### src/hw/rtl/tmr_pkg.sv
// ---------------------------------------------------------------------------
// tmr_pkg
// Shared types, constants and SHA-256 tables for the taproot Merkle path core.
// ---------------------------------------------------------------------------
package tmr_pkg;

  localparam int WORD_W  = 64;
  localparam int SHA_W   = 32;
  localparam int HASH_WORDS = 4;
  localparam int ROUNDS  = 64;

  typedef logic [WORD_W-1:0] word_t;
  typedef logic [SHA_W-1:0]  sword_t;
  typedef logic [1:0]        wpos_t;
  typedef logic [6:0]        rcnt_t;
  typedef logic [5:0]        ridx_t;

  // Block source; the chaining value in use follows from it.
  typedef enum logic [1:0] {
    BLK_TAG  = 2'd0,  // "TapBranch" padded, from IV
    BLK_TT   = 2'd1,  // tag || tag, from IV
    BLK_PAIR = 2'd2,  // ordered node/sibling, from midstate
    BLK_PAD  = 2'd3   // length block, from current digest
  } blk_sel_t;

  typedef struct packed {
    logic     wr_word;
    logic     load;
    blk_sel_t blk_sel;
    logic     round;
    ridx_t    rnd;
    logic     finish;
    logic     save_mid;
    logic     save_node;
    wpos_t    out_idx;
  } cmd_t;

  typedef struct packed {
    logic last_word;
  } sts_t;

  localparam sword_t TAG_W0  = 32'h54617042;
  localparam sword_t TAG_W1  = 32'h72616e63;
  localparam sword_t TAG_W2  = 32'h68800000;
  localparam sword_t TAG_LEN = 32'd72;
  localparam sword_t PAD_W0  = 32'h80000000;
  localparam sword_t PAD_LEN = 32'd1024;

  function automatic sword_t sha_iv(input logic [2:0] i);
    sword_t r;
    case (i)
      3'd0: r = 32'h6a09e667;
      3'd1: r = 32'hbb67ae85;
      3'd2: r = 32'h3c6ef372;
      3'd3: r = 32'ha54ff53a;
      3'd4: r = 32'h510e527f;
      3'd5: r = 32'h9b05688c;
      3'd6: r = 32'h1f83d9ab;
      default: r = 32'h5be0cd19;
    endcase
    return r;
  endfunction

  function automatic sword_t sha_k(input ridx_t i);
    sword_t r;
    case (i)
      6'd0:  r = 32'h428a2f98; 6'd1:  r = 32'h71374491; 6'd2:  r = 32'hb5c0fbcf;
      6'd3:  r = 32'he9b5dba5; 6'd4:  r = 32'h3956c25b; 6'd5:  r = 32'h59f111f1;
      6'd6:  r = 32'h923f82a4; 6'd7:  r = 32'hab1c5ed5; 6'd8:  r = 32'hd807aa98;
      6'd9:  r = 32'h12835b01; 6'd10: r = 32'h243185be; 6'd11: r = 32'h550c7dc3;
      6'd12: r = 32'h72be5d74; 6'd13: r = 32'h80deb1fe; 6'd14: r = 32'h9bdc06a7;
      6'd15: r = 32'hc19bf174; 6'd16: r = 32'he49b69c1; 6'd17: r = 32'hefbe4786;
      6'd18: r = 32'h0fc19dc6; 6'd19: r = 32'h240ca1cc; 6'd20: r = 32'h2de92c6f;
      6'd21: r = 32'h4a7484aa; 6'd22: r = 32'h5cb0a9dc; 6'd23: r = 32'h76f988da;
      6'd24: r = 32'h983e5152; 6'd25: r = 32'ha831c66d; 6'd26: r = 32'hb00327c8;
      6'd27: r = 32'hbf597fc7; 6'd28: r = 32'hc6e00bf3; 6'd29: r = 32'hd5a79147;
      6'd30: r = 32'h06ca6351; 6'd31: r = 32'h14292967; 6'd32: r = 32'h27b70a85;
      6'd33: r = 32'h2e1b2138; 6'd34: r = 32'h4d2c6dfc; 6'd35: r = 32'h53380d13;
      6'd36: r = 32'h650a7354; 6'd37: r = 32'h766a0abb; 6'd38: r = 32'h81c2c92e;
      6'd39: r = 32'h92722c85; 6'd40: r = 32'ha2bfe8a1; 6'd41: r = 32'ha81a664b;
      6'd42: r = 32'hc24b8b70; 6'd43: r = 32'hc76c51a3; 6'd44: r = 32'hd192e819;
      6'd45: r = 32'hd6990624; 6'd46: r = 32'hf40e3585; 6'd47: r = 32'h106aa070;
      6'd48: r = 32'h19a4c116; 6'd49: r = 32'h1e376c08; 6'd50: r = 32'h2748774c;
      6'd51: r = 32'h34b0bcb5; 6'd52: r = 32'h391c0cb3; 6'd53: r = 32'h4ed8aa4a;
      6'd54: r = 32'h5b9cca4f; 6'd55: r = 32'h682e6ff3; 6'd56: r = 32'h748f82ee;
      6'd57: r = 32'h78a5636f; 6'd58: r = 32'h84c87814; 6'd59: r = 32'h8cc70208;
      6'd60: r = 32'h90befffa; 6'd61: r = 32'ha4506ceb; 6'd62: r = 32'hbef9a3f7;
      default: r = 32'hc67178f2;
    endcase
    return r;
  endfunction

  function automatic sword_t rotr(input sword_t x, input int n);
    return (x >> n) | (x << (SHA_W - n));
  endfunction

endpackage

### src/hw/rtl/tmr_dp.sv
// ---------------------------------------------------------------------------
// tmr_dp
// Datapath: node and sibling words, pair ordering, one SHA-256 round per
// cycle with a rolling 16-word schedule window, midstate and root readout.
// ---------------------------------------------------------------------------
module tmr_dp (
  input  logic            clk,
  input  logic            rst_n,
  input  tmr_pkg::cmd_t   cmd,
  output tmr_pkg::sts_t   sts,
  input  logic            in_kind,
  input  tmr_pkg::word_t  in_hash_word,
  output tmr_pkg::word_t  out_root_word,
  output logic            out_root_last
);
  import tmr_pkg::*;

  word_t  node_r [HASH_WORDS];
  word_t  sib_r  [HASH_WORDS];
  wpos_t  pos_r;
  sword_t dig_r  [8];
  sword_t mid_r  [8];
  sword_t v_r    [8];
  sword_t sch_r  [16];

  sword_t blk    [16];
  sword_t chain  [8];
  sword_t sum    [8];
  logic [255:0] node_cat, sib_cat;
  logic   swap;
  sword_t w_new, t1, t2, s0, s1, bs0, bs1, ch, mj;

  assign sts.last_word = (pos_r == wpos_t'(HASH_WORDS - 1));
  assign out_root_word = node_r[cmd.out_idx];
  assign out_root_last = (cmd.out_idx == wpos_t'(HASH_WORDS - 1));

  assign node_cat = {node_r[0], node_r[1], node_r[2], node_r[3]};
  assign sib_cat  = {sib_r[0], sib_r[1], sib_r[2], sib_r[3]};
  // sibling leads only when strictly smaller
  assign swap = sib_cat < node_cat;

  always_comb begin
    for (int i = 0; i < 16; i++) blk[i] = '0;
    for (int i = 0; i < 8; i++) chain[i] = sha_iv(3'(i));
    case (cmd.blk_sel)
      BLK_TAG: begin
        blk[0] = TAG_W0; blk[1] = TAG_W1; blk[2] = TAG_W2; blk[15] = TAG_LEN;
      end
      BLK_TT: begin
        for (int i = 0; i < 8; i++) begin
          blk[i] = dig_r[i];
          blk[i+8] = dig_r[i];
        end
      end
      BLK_PAIR: begin
        for (int i = 0; i < HASH_WORDS; i++) begin
          blk[2*i]     = swap ? sib_r[i][63:32]  : node_r[i][63:32];
          blk[2*i+1]   = swap ? sib_r[i][31:0]   : node_r[i][31:0];
          blk[8+2*i]   = swap ? node_r[i][63:32] : sib_r[i][63:32];
          blk[8+2*i+1] = swap ? node_r[i][31:0]  : sib_r[i][31:0];
        end
        for (int i = 0; i < 8; i++) chain[i] = mid_r[i];
      end
      default: begin
        blk[0] = PAD_W0; blk[15] = PAD_LEN;
        for (int i = 0; i < 8; i++) chain[i] = dig_r[i];
      end
    endcase
  end

  always_comb begin
    s0  = rotr(sch_r[1], 7) ^ rotr(sch_r[1], 18) ^ (sch_r[1] >> 3);
    s1  = rotr(sch_r[14], 17) ^ rotr(sch_r[14], 19) ^ (sch_r[14] >> 10);
    w_new = sch_r[0] + s0 + sch_r[9] + s1;
    bs1 = rotr(v_r[4], 6) ^ rotr(v_r[4], 11) ^ rotr(v_r[4], 25);
    ch  = (v_r[4] & v_r[5]) ^ (~v_r[4] & v_r[6]);
    bs0 = rotr(v_r[0], 2) ^ rotr(v_r[0], 13) ^ rotr(v_r[0], 22);
    mj  = (v_r[0] & v_r[1]) ^ (v_r[0] & v_r[2]) ^ (v_r[1] & v_r[2]);
    t1  = v_r[7] + bs1 + ch + sha_k(cmd.rnd) + sch_r[0];
    t2  = bs0 + mj;
    for (int i = 0; i < 8; i++) sum[i] = dig_r[i] + v_r[i];
  end

  always_ff @(posedge clk) begin
    if (!rst_n) begin
      pos_r <= '0;
    end else if (cmd.wr_word) begin
      pos_r <= pos_r + wpos_t'(1);
    end
  end

  always_ff @(posedge clk) begin
    if (cmd.wr_word) begin
      if (in_kind) sib_r[pos_r] <= in_hash_word;
      else         node_r[pos_r] <= in_hash_word;
    end
    if (cmd.load) begin
      for (int i = 0; i < 16; i++) sch_r[i] <= blk[i];
      for (int i = 0; i < 8; i++) begin
        v_r[i]   <= chain[i];
        dig_r[i] <= chain[i];
      end
    end
    if (cmd.round) begin
      for (int i = 0; i < 15; i++) sch_r[i] <= sch_r[i+1];
      sch_r[15] <= w_new;
      v_r[7] <= v_r[6]; v_r[6] <= v_r[5]; v_r[5] <= v_r[4];
      v_r[4] <= v_r[3] + t1;
      v_r[3] <= v_r[2]; v_r[2] <= v_r[1]; v_r[1] <= v_r[0];
      v_r[0] <= t1 + t2;
    end
    if (cmd.finish) begin
      for (int i = 0; i < 8; i++) dig_r[i] <= sum[i];
    end
    if (cmd.save_mid) begin
      for (int i = 0; i < 8; i++) mid_r[i] <= sum[i];
    end
    if (cmd.save_node) begin
      for (int i = 0; i < HASH_WORDS; i++) node_r[i] <= {sum[2*i], sum[2*i+1]};
    end
  end

endmodule

### config.mk
export PLATFORM = sky130hd
export DESIGN_NAME = tmr_dp
export DESIGN_NICKNAME = d
export VERILOG_FILES = /design/src/hw/rtl/tmr_pkg.sv /design/src/hw/rtl/tmr_dp.sv
export SDC_FILE = /design/constraint.sdc
export NUM_CORES = 2
export LEC_CHECK = 0
export ABC_AREA = 0
export BUFFER_PORTS_ARGS = -buffer_cell sky130_fd_sc_hd__buf_2
export CAP_MARGIN = 10
export CORE_ASPECT_RATIO = 1.5
export CORE_MARGIN = 2
export CORE_UTILIZATION = 35
export CTS_CLUSTER_SIZE = 20
export DETAILED_ROUTE_END_ITERATION = 16
export PLACE_DENSITY_LB_ADDON = 0.05
export SYNTH_ARGS = -nofsm -noshare
export SYNTH_HDL_FRONTEND = slang
export SYNTH_SLANG_ARGS = --single-unit
### constraint.sdc
create_clock -name clk -period 18.26 [get_ports clk]
set_input_delay 3.652 -clock clk [delete_from_list [all_inputs] [get_ports clk]]
set_output_delay 3.652 -clock clk [all_outputs]
set_load 0.02 [all_outputs]
# Yosys cells after proc, flatten, opt, wreduce, memory -nomap -nowiden
# Memories as Yosys holds them, arrays and structs flattened.
# Cells that the tools add are included.
# totals
regBits,2
mem_bits_rw,1792
romBits,2048
in_bits,83
output_inout_bits,66
n_memories,7
# op_classes
addsub,19
magnitude_cmp,1
n_eq_ne,4
mux,69
bitwise_logic,59
reduce_logical,2
# mem_list
memory,words,word_bits,read_ports,rd_clocked_by_memory_dff,wr,line_no,text
(name not given),64,32,1,0,0,tmr_pkg.sv:66,case (i)
sch_r,16,32,16,0,16,tmr_dp.sv:24,sword_t sch_r [16];
dig_r,8,32,8,0,8,tmr_dp.sv:21,sword_t dig_r [8];
mid_r,8,32,8,0,8,tmr_dp.sv:22,sword_t mid_r [8];
node_r,4,64,5,0,5,tmr_dp.sv:18,word_t node_r [HASH_WORDS];
sib_r,4,64,4,0,1,tmr_dp.sv:19,word_t sib_r [HASH_WORDS];
1 more memories,-,-,-,-,-,-,
# ops
cell,n
2-to-1 mux 32 bit,48
one-hot mux 384 bit (2 select lines),1
adder 32 bit,18
one-hot mux 256 bit (2 select lines),1
XOR 32 bit,9
less-than comparator 256 bit,1
one-hot mux 32 bit (3 select lines),2
one-hot mux 64 bit (3 select lines),1
bitwise AND 32 bit,5
NOT 32 bit,1
OR 1 bit,32
OR 10 x 32 -> 32 bit,1
OR 13 x 32 -> 32 bit,1
OR 14 x 32 -> 32 bit,1
OR 15 x 32 -> 32 bit,1
OR 19 x 32 -> 32 bit,1
OR 21 x 32 -> 32 bit,1
OR 25 x 32 -> 32 bit,1
OR 26 x 32 -> 32 bit,1
OR 30 x 32 -> 32 bit,1
OR 7 x 32 -> 32 bit,1
XOR 32 x 22 -> 32 bit,1
XOR 32 x 29 -> 32 bit,1
2-to-1 mux 1 bit,16
other kinds (5),7

# Logic depth before layout (Yosys ltp)
# logic_depth
depth_word,9
ltp_mapped,44
mapped_depth_nobuf,40

# Least setup slack after synthesis
# No wires, ideal clock.
# synth_timing
path_type,input to register
from,input port cmd[11] in the netlist's numbering
to,"memory sch_r[0][0] in the netlist's numbering, enable pin"
setup_ns,0.823
t_arrival_ns,13.933
t_required_ns,17.437
setup_slack_ns,3.504
path_stages,5
cell_sequence,clkbuf_1 clkbuf_1 clkbuf_1 clkbuf_1 or2_2
# synth_rtl
item,line_no,text
from (decl),tmr_dp.sv:9,"input tmr_pkg::cmd_t cmd,"
to (decl),tmr_dp.sv:24,

==> metrics.cfg <==
[status]
status = complete, but fails checks
violations = slew limit

[drt]
vias = 98200
drc = 0
wl_per_cell_um = 44.3
antenna_left = 0
drt-pass1-iter-count = 9
wl_um = 690000
viasPerCell = 6.30
drtIter0Drc = 11600

[die]
num_rows = 261
ios = 149
die_x_um = 479
start_util_pct = 35.1
design.die.area_um2 = 342000
core_um2 = 336000
die_h_um = 716

[place]
io_buffers = 148
gp_congestion = 0.995
dpl.hpwl_um = 530000
dp.cells = 15200

[min_path]
min_path_type = reg -> reg

[cts]
cts_tree = yes
clk_pin_slew_worst_paths_ns = 0.07
cts_sinks = 1794
cts_made_buffers = 210
clock_latency_ns = 0.97
htreeDepth = 4
cts_root_buffer = clkbuf_16
ctsResizeCount = 0
ctsHoldBuffers = 0
clock_path_buffers = 4
post_cts_buffers = 0

[setup_path]
cp-end-kind = register
start_kind = primary input
worstPathMaxFanout = 26
max_stage_delay_ns = 0.91
path_class = in -> reg
critPathArrivalTime_ns = 14.91
cp_data_required_time_ns = 18.95
slowest_stage = a21oi_1
cp_common_cell = fa_1

[sta]
setup_violations = 0
timing_hold_violations_final = 0
worst_slew_pin_slew_ns = 1.58
finalCritPeriodShare_pct = 77.9
slew_headroom_pct = -5.48
rsz0062_at_grt = false
finClkSkew_ns = 0.0992
setup-tns-final_ns = 0
fmax_mhz = 70.3
post-route-min-period_ns = 14.22
maxSlewViolCount = 1

[synthesis]
synth_seq_cells = 1794
ys_types = 88
ys_seq_area_share_pct = 45.6
synth-edff-count = 1792
synthCells = 10900
synthesis.nets = 11800
synthArstFlopShare_pct = 0
synth_warnings = 0
syn-mean-instance-area_um2 = 10.8
synthFlopType = edfxtp_1
syn-cell-area_um2 = 118000

[final_layout]
regArea_um2 = 53900
fillers = 33000
layout.cells.non_filler = 15600
drive_above_1_share_pct = 13.5
multi_input_area_um2 = 58500
area_growth_pct = 10.9
nets = 11800

[grt]
grt_overflow = 0
grt_max_degree = 166
grt.total_usage_pct = 39.1
antenna_found_initial = 92
grt_pass1_wl_um = 898000
grt_pass1_vias = 93700

[job]
maxCapViolations = 0

-- routing by layer --
layer	track usage [%]	vias up	share of wire [%]	wire, µm
met3	6.44	1806	6.2	42700
met4	39.8	44	12	86200
met1	41.2	50300	34	234000
li1	-	40700	-	-
met5	0	-	0.042	289
met2	65.1	5298	47	327000
-- synth_stat cells (36+ instances only) --
cell | number | area share [%]
a21oi_1 | 1009 | 4.3
o31ai_1 | 98 | 0.62
a211oi_1 | 90 | 0.57
o21ai_0 | 335 | 1.4
mux2_2 | 467 | 4.4
nor2_1 | 459 | 1.5
a22oi_1 | 207 | 1.3
nor2b_1 | 85 | 0.45
o21ai_1 | 179 | 0.76
nand2b_1 | 65 | 0.34
nand4_1 | 70 | 0.37
a21o_1 | 314 | 2.0
buf_6 | 43 | 0.41
nor3_1 | 101 | 0.43
or3_1 | 36 | 0.19
nand2_1 | 966 | 3.1
mux2i_1 | 336 | 2.8
xor2_1 | 105 | 0.78
inv_1 | 842 | 2.7
mux4_2 | 69 | 1.3
or2_2 | 124 | 0.66
buf_1 | 45 | 0.14
o21a_1 | 85 | 0.54
clkbuf_1 | 563 | 1.8
o21bai_1 | 51 | 0.32
edfxtp_1 | 1792 | 46
and3_1 | 41 | 0.22
xnor2_1 | 463 | 3.4
fa_1 | 195 | 3.3
a22o_1 | 37 | 0.27
a221o_1 | 146 | 1.2
a31oi_1 | 53 | 0.28
ha_1 | 654 | 6.9
nand3_1 | 76 | 0.32
a221oi_1 | 316 | 2.3
-- flip-flops by register name, summed over array words and instances, names as in the netlist --
signal,flops
node_r,256
dig_r,256
sch_r,512
sib_r,256
pos_r,2
v_r,256
mid_r,256
-- through the flow --
stage / util, % / hold slack (ns) / worst slack, ns / area, µm²
global placement: 36.9 / 0.548 / 3.27 / 124000
global route: 38.9 / 0.606 / 3.71 / 131000
floorplan: - / 0.528 / 3.50 / 118000
detailed placement: 36.9 / 0.558 / 3.33 / 124000
CTS: 38.9 / 0.573 / 4.26 / 131000
finish: 39.0 / 0.576 / 4.04 / 131000
-- cell usage in the layout (no fill, tap or decap), drive strengths merged, types with 258 or more instances in the layout --
cell    count
inv       850
xnor2     463
a21o      314
buf       430
a21oi    1009
a221oi    316
clkbuf    258
nand2     966
o21ai     514
mux2      467
nor2      459
edfxtp   1792
ha        654
mux2i     336
-- final timing paths --
check,startpoint,endpoint,slack [ns],cells after the start
worst min register to register,sch_r[7][38]$_DFFE_PP_,sch_r[7][6]$_DFFE_PP_,0.58,2
worst min-delay path,sch_r[7][38]$_DFFE_PP_,sch_r[7][6]$_DFFE_PP_,0.58,2
worst max-delay path,cmd[6],v_r[0][31]$_DFFE_PP_,4.04,34
worst max register to register,v_r[0][154]$_DFFE_PP_,v_r[0][31]$_DFFE_PP_,7.97,28
-- worst max-delay path: cells and delay by family --
family                     cells  cell delay, ns
adders and majority gates      8            3.50
AOI/OAI and AO/OA             15            5.07
buffers and inverters          5            1.23
and+or+nand+nor                5            1.07
xor gates and xnor gates       1            0.35
-- area by class of cell --
cell class                 count  area share [%]
clock inverter               112           0.856
antenna                       68           0.130
sequential                  1794            41.1
timing repair buffer         432            2.33
inverter                     848            2.45
tap                         4471            4.27
multi-input combinational   7607            44.7
clock buffer                 256            4.24
-- cells by family (layout without fill, tap and decap cells) --
logic type | count (synthesis) | count (layout) | synth area share [%]
xor gates and xnor gates | 570 | 570 | 4.25
AOI/OAI and AO/OA | 3182 | 3182 | 18.0
adders and majority gates | 877 | 877 | 10.5
other | 0 | 68 | 0
and+or+nand+nor | 2106 | 2106 | 8.00
muxes | 872 | 872 | 8.61
buffers and inverters | 1513 | 1648 | 5.16
DFF | 1794 | 1794 | 45.6
Power is not shown: default switching activity piles up to over one toggle a cycle in this logic, so the estimate is an artifact.
