--- src/hw/rtl/tmr_pkg.sv ---
// ---------------------------------------------------------------------------
// tmr_pkg
// Shared types, constants and SHA-256 tables for the taproot Merkle path core.
// ---------------------------------------------------------------------------
package tmr_pkg;

  localparam int WORD_W  = 64;
  localparam int SHA_W   = 32;
  localparam int HASH_WORDS = 4;
  localparam int ROUNDS  = 64;

  typedef logic [WORD_W-1:0] word_t;
  typedef logic [SHA_W-1:0]  sword_t;
  typedef logic [1:0]        wpos_t;
  typedef logic [6:0]        rcnt_t;
  typedef logic [5:0]        ridx_t;

  // Block source; the chaining value in use follows from it.
  typedef enum logic [1:0] {
    BLK_TAG  = 2'd0,  // "TapBranch" padded, from IV
    BLK_TT   = 2'd1,  // tag || tag, from IV
    BLK_PAIR = 2'd2,  // ordered node/sibling, from midstate
    BLK_PAD  = 2'd3   // length block, from current digest
  } blk_sel_t;

  typedef struct packed {
    logic     wr_word;
    logic     load;
    blk_sel_t blk_sel;
    logic     round;
    ridx_t    rnd;
    logic     finish;
    logic     save_mid;
    logic     save_node;
    wpos_t    out_idx;
  } cmd_t;

  typedef struct packed {
    logic last_word;
  } sts_t;

  localparam sword_t TAG_W0  = 32'h54617042;
  localparam sword_t TAG_W1  = 32'h72616e63;
  localparam sword_t TAG_W2  = 32'h68800000;
  localparam sword_t TAG_LEN = 32'd72;
  localparam sword_t PAD_W0  = 32'h80000000;
  localparam sword_t PAD_LEN = 32'd1024;

  function automatic sword_t sha_iv(input logic [2:0] i);
    sword_t r;
    case (i)
      3'd0: r = 32'h6a09e667;
      3'd1: r = 32'hbb67ae85;
      3'd2: r = 32'h3c6ef372;
      3'd3: r = 32'ha54ff53a;
      3'd4: r = 32'h510e527f;
      3'd5: r = 32'h9b05688c;
      3'd6: r = 32'h1f83d9ab;
      default: r = 32'h5be0cd19;
    endcase
    return r;
  endfunction

  function automatic sword_t sha_k(input ridx_t i);
    sword_t r;
    case (i)
      6'd0:  r = 32'h428a2f98; 6'd1:  r = 32'h71374491; 6'd2:  r = 32'hb5c0fbcf;
      6'd3:  r = 32'he9b5dba5; 6'd4:  r = 32'h3956c25b; 6'd5:  r = 32'h59f111f1;
      6'd6:  r = 32'h923f82a4; 6'd7:  r = 32'hab1c5ed5; 6'd8:  r = 32'hd807aa98;
      6'd9:  r = 32'h12835b01; 6'd10: r = 32'h243185be; 6'd11: r = 32'h550c7dc3;
      6'd12: r = 32'h72be5d74; 6'd13: r = 32'h80deb1fe; 6'd14: r = 32'h9bdc06a7;
      6'd15: r = 32'hc19bf174; 6'd16: r = 32'he49b69c1; 6'd17: r = 32'hefbe4786;
      6'd18: r = 32'h0fc19dc6; 6'd19: r = 32'h240ca1cc; 6'd20: r = 32'h2de92c6f;
      6'd21: r = 32'h4a7484aa; 6'd22: r = 32'h5cb0a9dc; 6'd23: r = 32'h76f988da;
      6'd24: r = 32'h983e5152; 6'd25: r = 32'ha831c66d; 6'd26: r = 32'hb00327c8;
      6'd27: r = 32'hbf597fc7; 6'd28: r = 32'hc6e00bf3; 6'd29: r = 32'hd5a79147;
      6'd30: r = 32'h06ca6351; 6'd31: r = 32'h14292967; 6'd32: r = 32'h27b70a85;
      6'd33: r = 32'h2e1b2138; 6'd34: r = 32'h4d2c6dfc; 6'd35: r = 32'h53380d13;
      6'd36: r = 32'h650a7354; 6'd37: r = 32'h766a0abb; 6'd38: r = 32'h81c2c92e;
      6'd39: r = 32'h92722c85; 6'd40: r = 32'ha2bfe8a1; 6'd41: r = 32'ha81a664b;
      6'd42: r = 32'hc24b8b70; 6'd43: r = 32'hc76c51a3; 6'd44: r = 32'hd192e819;
      6'd45: r = 32'hd6990624; 6'd46: r = 32'hf40e3585; 6'd47: r = 32'h106aa070;
      6'd48: r = 32'h19a4c116; 6'd49: r = 32'h1e376c08; 6'd50: r = 32'h2748774c;
      6'd51: r = 32'h34b0bcb5; 6'd52: r = 32'h391c0cb3; 6'd53: r = 32'h4ed8aa4a;
      6'd54: r = 32'h5b9cca4f; 6'd55: r = 32'h682e6ff3; 6'd56: r = 32'h748f82ee;
      6'd57: r = 32'h78a5636f; 6'd58: r = 32'h84c87814; 6'd59: r = 32'h8cc70208;
      6'd60: r = 32'h90befffa; 6'd61: r = 32'ha4506ceb; 6'd62: r = 32'hbef9a3f7;
      default: r = 32'hc67178f2;
    endcase
    return r;
  endfunction

  function automatic sword_t rotr(input sword_t x, input int n);
    return (x >> n) | (x << (SHA_W - n));
  endfunction

endpackage

--- src/hw/rtl/tmr_ctrl.sv ---
// ---------------------------------------------------------------------------
// tmr_ctrl
// Sequencer: midstate setup after reset, word intake, two compressions per
// sibling and the four-word root readout.
// ---------------------------------------------------------------------------
module tmr_ctrl (
  input  logic          clk,
  input  logic          rst_n,
  input  logic          in_valid,
  output logic          in_stall,
  input  logic          in_kind,
  input  logic          in_end_of_path,
  output logic          out_valid,
  input  logic          out_stall,
  input  tmr_pkg::sts_t sts,
  output tmr_pkg::cmd_t cmd
);
  import tmr_pkg::*;

  typedef enum logic [5:0] {
    ST_TAG  = 6'b000001,
    ST_MID  = 6'b000010,
    ST_IDLE = 6'b000100,
    ST_PAIR = 6'b001000,
    ST_PAD  = 6'b010000,
    ST_OUT  = 6'b100000
  } state_t;

  localparam rcnt_t CNT_FIN = rcnt_t'(ROUNDS + 1);

  state_t state_r, state_nxt;
  rcnt_t  cnt_r, cnt_nxt;
  wpos_t  ocnt_r, ocnt_nxt;
  logic   end_r, end_nxt;
  rcnt_t  cnt_m1;

  assign cnt_m1 = cnt_r - rcnt_t'(1);

  always_comb begin
    state_nxt = state_r;
    cnt_nxt   = cnt_r;
    ocnt_nxt  = ocnt_r;
    end_nxt   = end_r;
    cmd       = '0;
    cmd.rnd   = cnt_m1[5:0];
    cmd.out_idx = ocnt_r;
    in_stall  = 1'b1;
    out_valid = 1'b0;
    unique case (state_r)
      ST_TAG, ST_MID, ST_PAIR, ST_PAD: begin
        unique case (state_r)
          ST_TAG:  cmd.blk_sel = BLK_TAG;
          ST_MID:  cmd.blk_sel = BLK_TT;
          ST_PAIR: cmd.blk_sel = BLK_PAIR;
          default: cmd.blk_sel = BLK_PAD;
        endcase
        cnt_nxt = cnt_r + rcnt_t'(1);
        if (cnt_r == '0) begin
          cmd.load = 1'b1;
        end else if (cnt_r != CNT_FIN) begin
          cmd.round = 1'b1;
        end else begin
          cmd.finish = 1'b1;
          cnt_nxt = '0;
          unique case (state_r)
            ST_TAG:  state_nxt = ST_MID;
            ST_MID: begin
              cmd.save_mid = 1'b1;
              state_nxt = ST_IDLE;
            end
            ST_PAIR: state_nxt = ST_PAD;
            default: begin
              cmd.save_node = 1'b1;
              state_nxt = end_r ? ST_OUT : ST_IDLE;
            end
          endcase
        end
      end
      ST_IDLE: begin
        in_stall = 1'b0;
        if (in_valid) begin
          cmd.wr_word = 1'b1;
          end_nxt = in_end_of_path;
          if (sts.last_word) begin
            if (in_kind) begin
              state_nxt = ST_PAIR;
            end else if (in_end_of_path) begin
              state_nxt = ST_OUT;
            end
          end
        end
      end
      ST_OUT: begin
        out_valid = 1'b1;
        if (!out_stall) begin
          ocnt_nxt = ocnt_r + wpos_t'(1);
          if (ocnt_r == wpos_t'(HASH_WORDS - 1)) begin
            state_nxt = ST_IDLE;
          end
        end
      end
      default: state_nxt = ST_IDLE;
    endcase
  end

  always_ff @(posedge clk) begin
    if (!rst_n) begin
      state_r <= ST_TAG;
      cnt_r   <= '0;
      ocnt_r  <= '0;
      end_r   <= 1'b0;
    end else begin
      state_r <= state_nxt;
      cnt_r   <= cnt_nxt;
      ocnt_r  <= ocnt_nxt;
      end_r   <= end_nxt;
    end
  end

endmodule

--- config.mk ---
export PLATFORM = sky130hd
export DESIGN_NAME = tmr_ctrl
export DESIGN_NICKNAME = d
export VERILOG_FILES = /design/src/hw/rtl/tmr_pkg.sv /design/src/hw/rtl/tmr_ctrl.sv
export SDC_FILE = /design/constraint.sdc
export NUM_CORES = 1
export LEC_CHECK = 0
export ABC_AREA = 1
export CAP_MARGIN = 20
export CORE_ASPECT_RATIO = 0.75
export CORE_MARGIN = 2
export CORE_UTILIZATION = 55
export DETAILED_ROUTE_END_ITERATION = 7
export DONT_BUFFER_PORTS = 1
export PLACE_DENSITY = 0.73
export SLEW_MARGIN = 20
export SYNTH_ARGS = -nofsm -noshare
export SYNTH_HDL_FRONTEND = slang
export SYNTH_SLANG_ARGS = --single-unit
--- constraint.sdc ---
create_clock -name clk -period 1.3 [get_ports clk]
set_input_delay 0.325 -clock clk [delete_from_list [all_inputs] [get_ports clk]]
set_output_delay 0.325 -clock clk [all_outputs]
set_load 0.01 [all_outputs]
==> results by group, run 1 <==
Placement
  – Placed cell area: 0.00148 sq mm
  – Placed Instances: 225
  – Port Buffers: 0
  – Post-placement worst setup slack: -0.207 ns
  – Final HPWL from detailed placement: 2540 microns
  – Final estimated routing congestion in global placement: 0.894

Clock network
  – # resized after CTS: 66
  – Inserted Clock Buffers: 3
  – Count of clock tree sinks: 16
  – Number of buffers inserted by hold repair at cts: 0
  – Number of levels the H-tree was split into: 1
  – Clock Tree Root: clkbuf_4
  – Post-CTS Setup Inserts: 8
  – Maximum number of buffers from clock root to sink: 2

Die
  – Count of pins on the block boundary: 25
  – Initial core utilization: 0.610
  – Die Span X: 55.7 microns
  – DIE HEIGHT: 42.8 microns
  – Cell Rows: 13

Yosys
  – Average footprint of a synthesized cell: 6.63 sq um
  – Net count after synthesis: 177
  – Seq/Total Area, Yosys: 0.291
  – Number of standard cells after synthesis: 166
  – Synthesis Warnings: 0
  – Post-synth design cell area: 0.00110 sq mm
  – Count of distinct cell types in the synthesized netlist: 21
  – Flip-flop and latch count after synthesis: 16

Outcome
  – Result of the run: stopped before the end
  – First error in the log: [ERROR DPL-0033] detailed placement checks failed during check placement.
  – Last flow stage reached: 4_1_cts
through the flow:
step / hold slack (ns) / TNS, ns / utilization
after detailed placement: 0.400 / -3.06 / 0.821
after global placement: 0.398 / -1.89 / 0.821
after floorplan: 0.464 / -0.641 / -
cells in the mapped netlist:
cell type,count,area (sq um)
inv_2,2,7.51
dfxtp_1,16,320
nor4_2,1,12.5
buf_2,2,10.0
inv_1,20,75.1
nand4_1,4,25.0
nand3_2,4,40.0
nand3_1,11,55.1
a21oi_1,13,65.1
ha_1,4,50.1
nor2_2,3,18.8
buf_6,1,11.3
nand2_2,5,31.3
nor2_4,2,22.5
o21ai_0,4,20.0
nor3_2,2,20.0
nand4_2,1,12.5
nor3_1,6,30.0
nor2_1,26,97.6
nand2_1,33,124
xor2_1,6,52.6
logic make-up after synthesis:
logic type	share of synthesized area
buf+inv	0.0943
flops	0.291
compound gates	0.0773
simple gates	0.444
fa+ha+maj	0.0455
xor+xnor	0.0477
==> run 2: changes to the inputs <==
--- a/config.mk
+++ b/config.mk
@@ -7,12 +7,11 @@
 export LEC_CHECK = 0
 export ABC_AREA = 1
 export CAP_MARGIN = 20
-export CORE_ASPECT_RATIO = 0.75
-export CORE_MARGIN = 2
-export CORE_UTILIZATION = 55
+export CORE_AREA = 2 2 63 65
 export DETAILED_ROUTE_END_ITERATION = 7
+export DIE_AREA = 0 0 65 67
 export DONT_BUFFER_PORTS = 1
-export PLACE_DENSITY = 0.73
+export PLACE_DENSITY_LB_ADDON = 0.15
 export SLEW_MARGIN = 20
 export SYNTH_ARGS = -nofsm -noshare
 export SYNTH_HDL_FRONTEND = slang
==> constraint.sdc (replaced) <==
create_clock -name clk -period 1.7 [get_ports clk]
set_input_delay 0.425 -clock clk [delete_from_list [all_inputs] [get_ports clk]]
set_output_delay 0.425 -clock clk [all_outputs]
set_load 0.01 [all_outputs]
==> results by group, run 2 <==
Die
  – Overall die area: 0.00436 sq mm
  – Initial core utilization: 0.305 (-0.304)
  – Count of pins on the block boundary: 25 (unchanged)
  – Area of the core: 0.00361 sq mm
  – Cell Rows: 22 (+9)
  – Die Span X: 65 microns (+17%)
  – DIE HEIGHT: 67 microns (+57%)

Clock network
  – Count of clock tree sinks: 16 (unchanged)
  – Clock network latency to the later pin of the worst-skew pair: 0.25 ns
  – Number of levels the H-tree was split into: 1 (unchanged)
  – Clock Tree Root: clkbuf_8
  – Clock tree from TritonCTS: yes
  – Clock transition at the register clock pins on the worst setup and hold paths after CTS: 0.06 ns
  – Maximum number of buffers from clock root to sink: 2 (unchanged)
  – Inserted Clock Buffers: 3 (unchanged)
  – Number of buffers inserted by hold repair at cts: 0 (unchanged)

Pwr
  – Areal power density over the cells: 1600 mW/mm^2
  – Worst vdd ir: 705 uV
  – Leakage: 0.725 nW

Yosys
  – Net count after synthesis: 177 (unchanged)
  – Post-synthesis cell type with the largest combined area: dfxtp_1
  – Number of standard cells after synthesis: 166 (unchanged)
  – Number of enable-type register cells in the synthesized netlist: 0 (unchanged)
  – Post-synth design cell area: 0.00110 sq mm (unchanged)
  – Average footprint of a synthesized cell: 6.63 sq um (unchanged)
  – Ranking of synthesized cells by area: dfxtp_1 29%, nand2_1 11%, nor2_1 8.9%
  – Seq/Total Area, Yosys: 0.291 (unchanged)
  – Most numerous cell in the Yosys netlist: nand2_1
  – Count of distinct cell types in the synthesized netlist: 21 (unchanged)
  – Flip-flop cell with the highest count after synthesis: dfxtp_1
  – Synthesis Warnings: 0 (unchanged)
  – Flip-flop and latch count after synthesis: 16 (unchanged)
  – Share of flip-flops with an asynchronous set or reset after synthesis: 0 (unchanged)
  – Share of the synthesized area in the top cell type: 0.291 (unchanged)
  – Top cell types by occurrence after synthesis: 33 x nand2_1, 26 x nor2_1, 20 x inv_1

Cells and area
  – Most common cell after layout, fill and taps aside: nand2_1
  – Highest-count cells in the layout ignoring fill and taps: 25 x nand2_1, 21 x buf_4, 17 x nor2_1
  – Largest registers: cnt_r x7, state_r x6, ocnt_r x2
  – Area delta synth->final: 55.5%
  – Final design utilization: 0.475
  – Layout fillers: 348
  – Largest Register: cnt_r
  – Layout cells sized above 1: 0.505
  – Number of flip-flops in the largest register: 7
  – Number of diodes: 0
  – Final #Nets: 209

STA
  – Total of endpoints with negative setup slack in the final report: 10
  – Final critical-path required period: 1.82 ns
  – Final critical-path setup slack: -0.121 ns
  – Maximum clock skew at final layout: 0.00380 ns
  – Unrepaired setup endpoints after global routing: true
  – Transition time of the tightest slew-check pin: 0.351 ns
  – Achievable Freq: 0.549 GHz
  – Total negative slack for setup checks: -0.755 ns
  – Share of the cycle needed by the critical path after routing: 1.07
  – Endpoints failing hold: 0
  – Fin. max-slew vios: 0
  – Relative slew margins: 0.765
  – Min Hold Slack: 0.245 ns

Worst setup path
  – Critical Path Fanout Max: 4
  – WP data arrival: 1.40 ns
  – Slowest cell delay on critical path: 0.37 ns
  – Cell at the slowest stage of the critical path: dfxtp_4
  – Critical Path End Type: output pin
  – Setup Crit Path Kind: flop to output pin
  – Startpoint types: flop
  – Most prevalent standard cell on the critical path: buf_6
  – Data required time at the worst endpoint: 1.27 ns
  – Cell chain of the critical path: inv_4 > nand2_4 > nor2_4 > buf_4 > buf_6 > buf_6 > buf_6 > nand2_4 > inv_4

Outcome
  – Result of the run: finished, violations left
  – Violations in the final reports: negative setup slack

Global route
  – Aggregate global routing overflow: 0
  – Number of antenna violations at the first check in global routing: 0
  – Wire length of the first global-routing pass: 5240 microns
  – Largest net degree at the start of global routing: 11
  – Global-route usage over all layers: 0.155
  – Vias in the first global route: 1203

Min path
  – HP Class: input port to flop

Route
  – Length of the first detailed-routing pass in iterations: 4
  – Detailed Route Iter0 Violations: 63
  – Vias after detailed routing: 1166
  – Vias/cell: 4.78
  – Post-detailed-routing wire length: 3180 microns
  – Drt wl/cell: 13.0 microns
  – Number of DRC violations after detailed routing: 0
  – Remaining antenna violation count: 0

Placement
  – Port Buffers: 0 (unchanged)
  – Final estimated routing congestion in global placement: 0.825 (-7.6%)
  – Final HPWL from detailed placement: 2210 microns (-13%)
  – Post-placement worst setup slack: 0.00183 ns (+0.209 ns)

Job
  – Max-cap violations: 0
-- run 2: kinds of logic (layout without fill, tap and decap cells) --
logic type	Yosys count	after routing	share of synthesized area
AND/OR/NAND/NOR	98	98	0.444
AO/OA/AOI/OAI	17	17	0.0773
buffers and inverters	25	55	0.0943
XOR/XNOR	6	6	0.0477
flip-flops	16	16	0.291
adder cells (fa/ha/maj)	4	4	0.0455
-- run 2: repair_timing --
action | CTS | global route
resized for setup | 57 | 29
pin swaps | 6 | 15
buffers inserted | 8 | 3
cloned | 0 | 0
endpoints found under the setup margin | 9 | 18
-- run 2: worst max-delay path: cells and delay by family (launching register included) --
kind	cells	cell delay (ns)
buffers and inverters	6	0.52
and+or+nand+nor	3	0.24
DFF	1	0.37
-- run 2: area by class of cell --
class	instances	area, sq um	area share
flip-flops and latches	16	338	0.197
well taps	48	60.1	0.0351
multi-input cells	125	916	0.535
clock buffers	3	41.3	0.0241
inverters	22	97.6	0.0570
repair buffers	30	259	0.151
-- run 2: path summary, 6_finish.rpt --
| check | from | endpoint | slack (ns) | depth (start not counted) |
|---|---|---|---|---|
| worst max-delay path | state_r[3]$_SDFFE_PN0P_ | out_valid | -0.12 | 9 |
| worst min register to register | cnt_r[5]$_SDFFE_PN0P_ | cnt_r[5]$_SDFFE_PN0P_ | 0.49 | 2 |
| worst max register to register | state_r[3]$_SDFFE_PN0P_ | state_r[2]$_SDFFE_PN0P_ | -0.03 | 13 |
| worst min-delay path | rst_n | state_r[0]$_SDFFE_PN1P_ | 0.24 | 1 |
-- run 2: through the flow --
step	std cells	total power [W]	cell area [sq um]
finish	244	0.00273	1710
global route	244	0.00293	1710
CTS	241	0.00244	1560
detailed placement	230	0.00171	1280
global placement	230	0.00171	1280
floorplan	166	0.00134	1100
-- run 2: per-layer routing --
layer / vias to the layer above / GRT usage / routed length [microns]
met2: 25 / 0.280 / 1710
met4: 0 / 0.0585 / 29
met1: 543 / 0.180 / 1320
met3: 4 / 0.0304 / 118
li1: 594 / - / -
met5: - / 0 / 0
-- run 2: where the power goes --
part | total, W | internal (W) | switching [W] | leakage (nW)
Combinational | 0.00188 | 0.000847 | 0.00104 | 0.570
Sequential | 0.000559 | 0.000462 | 0.0000967 | 0.134
Clock | 0.000289 | 0.000157 | 0.000131 | 0.0216
Total | 0.00273 | 0.00147 | 0.00127 | 0.725
(Power assumes the default switching activity.)
==> run 3: changes to the inputs <==
--- a/config.mk
+++ b/config.mk
@@ -7,6 +7,8 @@
 export LEC_CHECK = 0
 export ABC_AREA = 1
 export CAP_MARGIN = 20
+export CELL_PAD_IN_SITES_DETAIL_PLACEMENT = 1
+export CELL_PAD_IN_SITES_GLOBAL_PLACEMENT = 1
 export CORE_AREA = 2 2 63 65
 export DETAILED_ROUTE_END_ITERATION = 7
 export DIE_AREA = 0 0 65 67
==> results by group, run 3 (synthesis gave the netlist of run 2 again) <==
Outcome
  – Result of the run: finished, violations left
  – Violations in the final reports: negative setup slack

Die
  – Initial core utilization: 0.305 (unchanged)
  – Area of the core: 0.00361 sq mm (unchanged)
  – Count of pins on the block boundary: 25 (unchanged)
  – Die Span X: 65 microns (unchanged)
  – Overall die area: 0.00436 sq mm (unchanged)
  – DIE HEIGHT: 67 microns (unchanged)
  – Cell Rows: 22 (unchanged)

STA
  – Maximum clock skew at final layout: 0.00301 ns (-0.000788 ns)
  – Relative slew margins: 0.794 (+0.0284)
  – Total of endpoints with negative setup slack in the final report: 5 (-5)
  – Fin. max-slew vios: 0 (unchanged)
  – Share of the cycle needed by the critical path after routing: 1.09 (+0.0154)
  – Unrepaired setup endpoints after global routing: true
  – Transition time of the tightest slew-check pin: 0.308 ns (-0.0424 ns)
  – Endpoints failing hold: 0 (unchanged)
  – Min Hold Slack: 0.242 ns (-0.00272 ns)
  – Achievable Freq: 0.541 GHz (-1.4%)
  – Final critical-path setup slack: -0.147 ns (-0.0262 ns)
  – Final critical-path required period: 1.85 ns (+0.0262 ns)

Worst setup path
  – Startpoint types: flop
  – Data required time at the worst endpoint: 1.27 ns (about the same)
  – Setup Crit Path Kind: flop to output pin
  – WP data arrival: 1.42 ns (+0.02 ns)
  – Critical Path End Type: output pin
  – Critical Path Fanout Max: 4 (unchanged)

Route
  – Remaining antenna violation count: 0 (unchanged)
  – Vias/cell: 4.85 (+1.6%)
  – Vias after detailed routing: 1165 (-0.086%)
  – Top layer used by detailed routing: met4
  – Length of the first detailed-routing pass in iterations: 4 (unchanged)
  – Routed wire length on met3: 113 microns (-4.2%)
  – Detailed Route Iter0 Violations: 25 (-60%)
  – Number of DRC violations after detailed routing: 0 (unchanged)
  – Drt wl/cell: 14.1 microns (+8.1%)
  – Post-detailed-routing wire length: 3380 microns (+6.3%)
  – Metal2 WL: 1930 microns (+13%)
  – Wl on met1: 1230 microns (-6.9%)

Clock network
  – Maximum number of buffers from clock root to sink: 2 (unchanged)
  – Number of levels the H-tree was split into: 1 (unchanged)
  – Clock Tree Root: clkbuf_8
  – Count of clock tree sinks: 16 (unchanged)
  – Clock network latency to the later pin of the worst-skew pair: 0.25 ns (about the same)
  – Clock tree from TritonCTS: yes
  – Number of buffers inserted by hold repair at cts: 0 (unchanged)
  – Inserted Clock Buffers: 3 (unchanged)
  – Clock transition at the register clock pins on the worst setup and hold paths after CTS: 0.06 ns (about the same)

Placement
  – Placed cell area: 0.00127 sq mm (-0.59%)
  – Final estimated routing congestion in global placement: 0.809 (-2.0%)
  – Port Buffers: 0 (unchanged)
  – Final HPWL from detailed placement: 2540 microns (+15%)

Pwr
  – Areal power density over the cells: 1580 mW/mm^2 (-1.1%)
  – Leakage: 0.664 nW (-8.5%)
  – Worst vdd ir: 768 uV (+9.0%)

Cells and area
  – Largest registers: cnt_r x7, state_r x6, ocnt_r x2
  – Most common cell after layout, fill and taps aside: nand2_1
  – Final #Nets: 205 (-1.9%)
  – Largest Register: cnt_r
  – Area delta synth->final: 44.4%
  – Highest-count cells in the layout ignoring fill and taps: 27 x nand2_1, 23 x buf_4, 17 x nor2_1
  – Number of flip-flops in the largest register: 7 (unchanged)
  – Layout fillers: 445 (+28%)
  – Layout cells sized above 1: 0.438 (-0.0676)
  – Number of diodes: 0 (unchanged)
  – Area of all placed cells without fillers: 0.00159 sq mm (-7.1%)

Min path
  – HP Class: input port to flop

Global route
  – Aggregate global routing overflow: 0 (unchanged)
  – Number of antenna violations at the first check in global routing: 0 (unchanged)
  – Global-route usage over all layers: 0.173 (+0.0182)
  – Wire length of the first global-routing pass: 5680 microns (+8.4%)
  – Largest net degree at the start of global routing: 11 (unchanged)
  – Vias in the first global route: 1260 (+4.7%)

Job
  – Max-cap violations: 0 (unchanged)
==> run 3: cell count changes in the layout (fill, tap and decap cells not counted), sizes merged <==
cell  previous run  this run
buf             30        26
==> run 3: worst max-delay path: stages (launching register included) <==
cell and delay (ns):
dfxtp_4 0.35, nor2_4 0.16, nand3_2 0.14, buf_4 0.17, nand2_1 0.12, inv_1 0.07, nand3_1 0.09, nor2_2 0.06
==> run 3: final timing paths <==
path / to / slack (ns) / cells past startpoint / start
min reg2reg: cnt_r[1]$_SDFFE_PN0P_ / 0.50 / 2 / cnt_r[1]$_SDFFE_PN0P_
max reg2reg: state_r[5]$_SDFFE_PN0P_ / 0.11 / 8 / state_r[4]$_SDFFE_PN0P_
min: state_r[0]$_SDFFE_PN1P_ / 0.24 / 1 / rst_n
max: cmd[2] / -0.15 / 7 / state_r[4]$_SDFFE_PN0P_
==> run 3: repair_timing <==
| action | 4_1_cts | 5_1_grt |
|---|---|---|
| buffers inserted | 7 | 4 |
| resized for setup | 43 | 18 |
| pin swaps | 4 | 8 |
| setup endpoints to repair | 9 | 18 |
==> run 3: report_power, final <==
| group | internal, W | switching, W | leakage (nW) |
|---|---|---|---|
| logic | 0.000728 | 0.000935 | 0.509 |
| clock network | 0.000157 | 0.000130 | 0.0216 |
| registers | 0.000465 | 0.0000948 | 0.134 |
| total | 0.00135 | 0.00116 | 0.664 |
==> run 3: cell type report <==
type	instances	area, sq um	share of cell area
multi-input cells	125	845	0.531
flip-flops and latches	16	339	0.213
repair buffers	26	215	0.135
inverters	22	90.1	0.0566
well taps	48	60.1	0.0378
clock buffers	3	41.3	0.0260
==> run 3: routing by layer <==
metal / up-vias / global-route usage
met1: 554 / 0.165
met2: 18 / 0.354
met3: 8 / 0.0304
met5: - / 0
met4: 0 / 0.0771
li1: 585 / -
==> run 3: through the flow <==
| step | power [W] | utilization | setup TNS [ns] | cells | setup WS, ns |
|---|---|---|---|---|---|
| after floorplan | 0.00134 | - | 0 | 166 | 0.110 |
| after global placement | 0.00171 | 0.354 | 0 | 229 | 0.0820 |
| after detailed placement | 0.00175 | 0.354 | 0 | 229 | 0.0319 |
| after CTS | 0.00240 | 0.420 | -0.467 | 239 | -0.149 |
| after global routing | 0.00272 | 0.441 | -0.915 | 240 | -0.238 |
| final | 0.00251 | 0.441 | -0.409 | 240 | -0.147 |
==> run 4: changes to the inputs <==
--- a/config.mk
+++ b/config.mk
@@ -5,7 +5,6 @@
 export SDC_FILE = /design/constraint.sdc
 export NUM_CORES = 1
 export LEC_CHECK = 0
-export ABC_AREA = 1
 export CAP_MARGIN = 20
 export CELL_PAD_IN_SITES_DETAIL_PLACEMENT = 1
 export CELL_PAD_IN_SITES_GLOBAL_PLACEMENT = 1
==> constraint.sdc (replaced) <==
create_clock -name clk -period 1.6 [get_ports clk]
set_input_delay 0.4 -clock clk [delete_from_list [all_inputs] [get_ports clk]]
set_output_delay 0.4 -clock clk [all_outputs]
set_load 0.01 [all_outputs]
==> results by group, run 4 <==
Worst setup path
  – Number of cell instances on the worst register-to-register path: 8 (unchanged)
  – Startpoint types: flop
  – Register-to-Register Setup Slack: -0.26 ns (-0.37 ns)
  – Startpoint of the most critical register-to-register path: state_r[0]$_SDFFE_PN1P_
  – Data required time at the worst endpoint: 1.20 ns (-0.07 ns)
  – Critical Path Fanout Max: 5 (+1)
  – Worst r2r dst: state_r[1]$_SDFFE_PN0P_
  – Setup Crit Path Kind: flop to output pin
  – WP data arrival: 1.51 ns (+0.09 ns)
  – Most prevalent standard cell on the critical path: buf_4
  – Cell at the slowest stage of the critical path: dfxtp_4
  – Slowest cell delay on critical path: 0.36 ns (about the same)
  – Critical Path End Type: output pin
  – Cell chain of the critical path: nor4_4 > buf_4 > nand3_4 > buf_4 > nor2_4

Cells and area
  – Final #Nets: 203 (-0.98%)
  – Highest-count cells in the layout ignoring fill and taps: 47 x buf_4, 14 x buf_6, 9 x dfxtp_1
  – Largest Register: cnt_r
  – Area delta synth->final: 77.3%
  – Layout fillers: 412 (-7.4%)
  – Footprint of the flip-flops and latches: 339 sq um (unchanged)
  – Most common cell after layout, fill and taps aside: buf_4
  – Number of flip-flops in the largest register: 7 (unchanged)
  – Combined area of the multi-input logic cells: 0.00108 sq mm (+28%)
  – Largest registers: cnt_r x7, state_r x6, ocnt_r x2
  – Layout cells sized above 1: 0.623 (+0.186)
  – Number of diodes: 0 (unchanged)

Clock network
  – Count of clock tree sinks: 16 (unchanged)
  – Maximum number of buffers from clock root to sink: 2 (unchanged)
  – Clock network latency to the later pin of the worst-skew pair: 0.25 ns (about the same)
  – Number of levels the H-tree was split into: 1 (unchanged)
  – Number of buffers inserted by hold repair at cts: 0 (unchanged)
  – Clock tree from TritonCTS: yes
  – Inserted Clock Buffers: 3 (unchanged)
  – Clock Tree Root: clkbuf_8
  – Clock transition at the register clock pins on the worst setup and hold paths after CTS: 0.07 ns (about the same)

Yosys
  – Post-synth design cell area: 0.00117 sq mm (+6.7%)
  – Most numerous cell in the Yosys netlist: dfxtp_1
  – Number of standard cells after synthesis: 134 (-19%)
  – Flip-flop cell with the highest count after synthesis: dfxtp_1
  – Count of distinct cell types in the synthesized netlist: 45 (+110%)
  – Number of enable-type register cells in the synthesized netlist: 0 (unchanged)
  – Seq/Total Area, Yosys: 0.273 (-0.0183)
  – Top cell types by occurrence after synthesis: 16 x dfxtp_1, 13 x nor2_1, 11 x nand2_1
  – Net count after synthesis: 145 (-18%)
  – Share of the synthesized area in the top cell type: 0.273 (-0.0183)
  – Share of flip-flops with an asynchronous set or reset after synthesis: 0 (unchanged)
  – Average footprint of a synthesized cell: 8.77 sq um (+32%)
  – Post-synthesis cell type with the largest combined area: dfxtp_1
  – Synthesis Warnings: 0 (unchanged)
  – Flip-flop and latch count after synthesis: 16 (unchanged)
  – Ranking of synthesized cells by area: dfxtp_1 27%, xor2_1 5.2%, ha_1 4.3%

Die
  – Initial core utilization: 0.326 (+0.0205)
  – Area of the core: 0.00361 sq mm (unchanged)
  – Die Span X: 65 microns (unchanged)
  – Cell Rows: 22 (unchanged)
  – Overall die area: 0.00436 sq mm (unchanged)
  – Count of pins on the block boundary: 25 (unchanged)
  – DIE HEIGHT: 67 microns (unchanged)

STA
  – Achievable Freq: 0.525 GHz
  – Total negative slack for setup checks: -4.33 ns (-3.92 ns)
  – Share of the cycle needed by the critical path after routing: 1.19
  – Endpoints failing hold: 0 (unchanged)
  – Final critical-path setup slack: -0.306 ns (-0.159 ns)
  – Maximum clock skew at final layout: 0.00581 ns (+0.00281 ns)
  – Relative slew margins: 0.710 (-0.0838)
  – Unrepaired setup endpoints after global routing: true
  – Total of endpoints with negative setup slack in the final report: 23 (+18)
  – Final critical-path required period: 1.91 ns
  – Fin. max-slew vios: 0 (unchanged)
  – Transition time of the tightest slew-check pin: 0.434 ns (+0.125 ns)

Placement
  – Final HPWL from detailed placement: 2670 microns (+5.2%)
  – Port Buffers: 0 (unchanged)
  – Final estimated routing congestion in global placement: 0.821 (+1.5%)

Global route
  – Global-route usage over all layers: 0.205 (+0.0320)
  – Largest net degree at the start of global routing: 13 (+2)
  – Aggregate global routing overflow: 0 (unchanged)
  – Vias in the first global route: 1273 (+1.0%)
  – Wire length of the first global-routing pass: 6620 microns (+17%)
  – Number of antenna violations at the first check in global routing: 0 (unchanged)

Outcome
  – Result of the run: finished, violations left
  – Violations in the final reports: negative setup slack

Route
  – Post-detailed-routing wire length: 4320 microns (+28%)
  – Drt wl/cell: 18.1 microns (+28%)
  – Number of DRC violations after detailed routing: 0 (unchanged)
  – Vias after detailed routing: 1209 (+3.8%)
  – Length of the first detailed-routing pass in iterations: 2 (-2)
  – Remaining antenna violation count: 0 (unchanged)
  – Vias/cell: 5.06 (+4.2%)
  – Detailed Route Iter0 Violations: 21 (-16%)

Pwr
  – Leakage: 0.821 nW (+24%)
  – Areal power density over the cells: 1560 mW/mm^2 (-1.4%)
  – Pwr Total: 0.00324 W (+29%)
  – Worst vdd ir: 667 uV (-13%)

Min path
  – Hold depth: 1 (unchanged)
  – HP Class: input port to flop
  – Origin of the worst min-delay path: rst_n
  – Worst hold path endpoint: state_r[0]$_SDFFE_PN1P_

Job
  – Max-cap violations: 0 (unchanged)
==> run 4: critical path, delay by kind of cell, from the launching register on <==
kind	cells	cell delay, ns
buffers and inverters	2	0.37
and+or+nand+nor	3	0.53
DFF	1	0.36
==> run 4: how the worst max path moves through the flow <==
stage,start,endpoint,slack [ns],cells past startpoint
after floorplan,state_r[1]$_SDFFE_PN0P_,cnt_r[6]$_SDFFE_PN0P_,-0.03,6
after global placement,state_r[4]$_SDFFE_PN0P_,state_r[1]$_SDFFE_PN0P_,-0.11,7
after detailed placement,state_r[4]$_SDFFE_PN0P_,state_r[1]$_SDFFE_PN0P_,-0.18,7
after CTS,cnt_r[2]$_SDFFE_PN0P_,cmd[14],-0.30,6
after global routing,state_r[1]$_SDFFE_PN0P_,cmd[11],-0.36,5
final,cnt_r[2]$_SDFFE_PN0P_,cmd[4],-0.31,5
==> run 4: power breakdown <==
part           switching, W  internal, W
clock network      0.000156     0.000219
logic               0.00108      0.00122
registers         0.0000958     0.000470
==> run 4: area by class of cell <==
type                       count  area share
timing repair buffer          62       0.252
sequential                    16       0.163
inverter                       5      0.0102
clock buffer                   4      0.0264
tap                           48      0.0288
multi-input combinational    104       0.520
==> run 4: layer usage <==
metal,vias up,GRT usage,share of wire
met1,617,0.248,0.43
li1,573,-,-
met5,-,0,0
met4,0,0.0638,0.0090
met3,4,0.0304,0.021
met2,15,0.371,0.54
==> run 4: through the flow <==
stage          cell area, sq um   util  setup WS [ns]  cells  hold slack (ns)
3_3_place_gp               1560  0.432         -0.109    215            0.467
6_report                   2080  0.578         -0.306    239            0.215
5_1_grt                    2080  0.578         -0.363    239            0.214
3_5_place_dp               1560  0.432         -0.184    215            0.472
2_1_floorplan              1260      -        -0.0332    134            0.482
4_1_cts                    1940  0.538         -0.300    235            0.208
==> run 4: kinds of logic (layout without fill, tap and decap cells) <==
group,count (synthesis),after routing,share of synthesized area
flops,16,16,0.273
fa+ha+maj,4,4,0.0426
compound gates,15,15,0.124
buf+inv,14,71,0.0788
simple gates,70,70,0.367
mux,3,3,0.0256
xor+xnor,12,12,0.0895
==> run 4: repair_timing <==
item	4_1_cts	5_1_grt
endpoints found under the setup margin	30	30
pin swaps	24	19
gates resized for setup	49	23
setup buffers	16	6
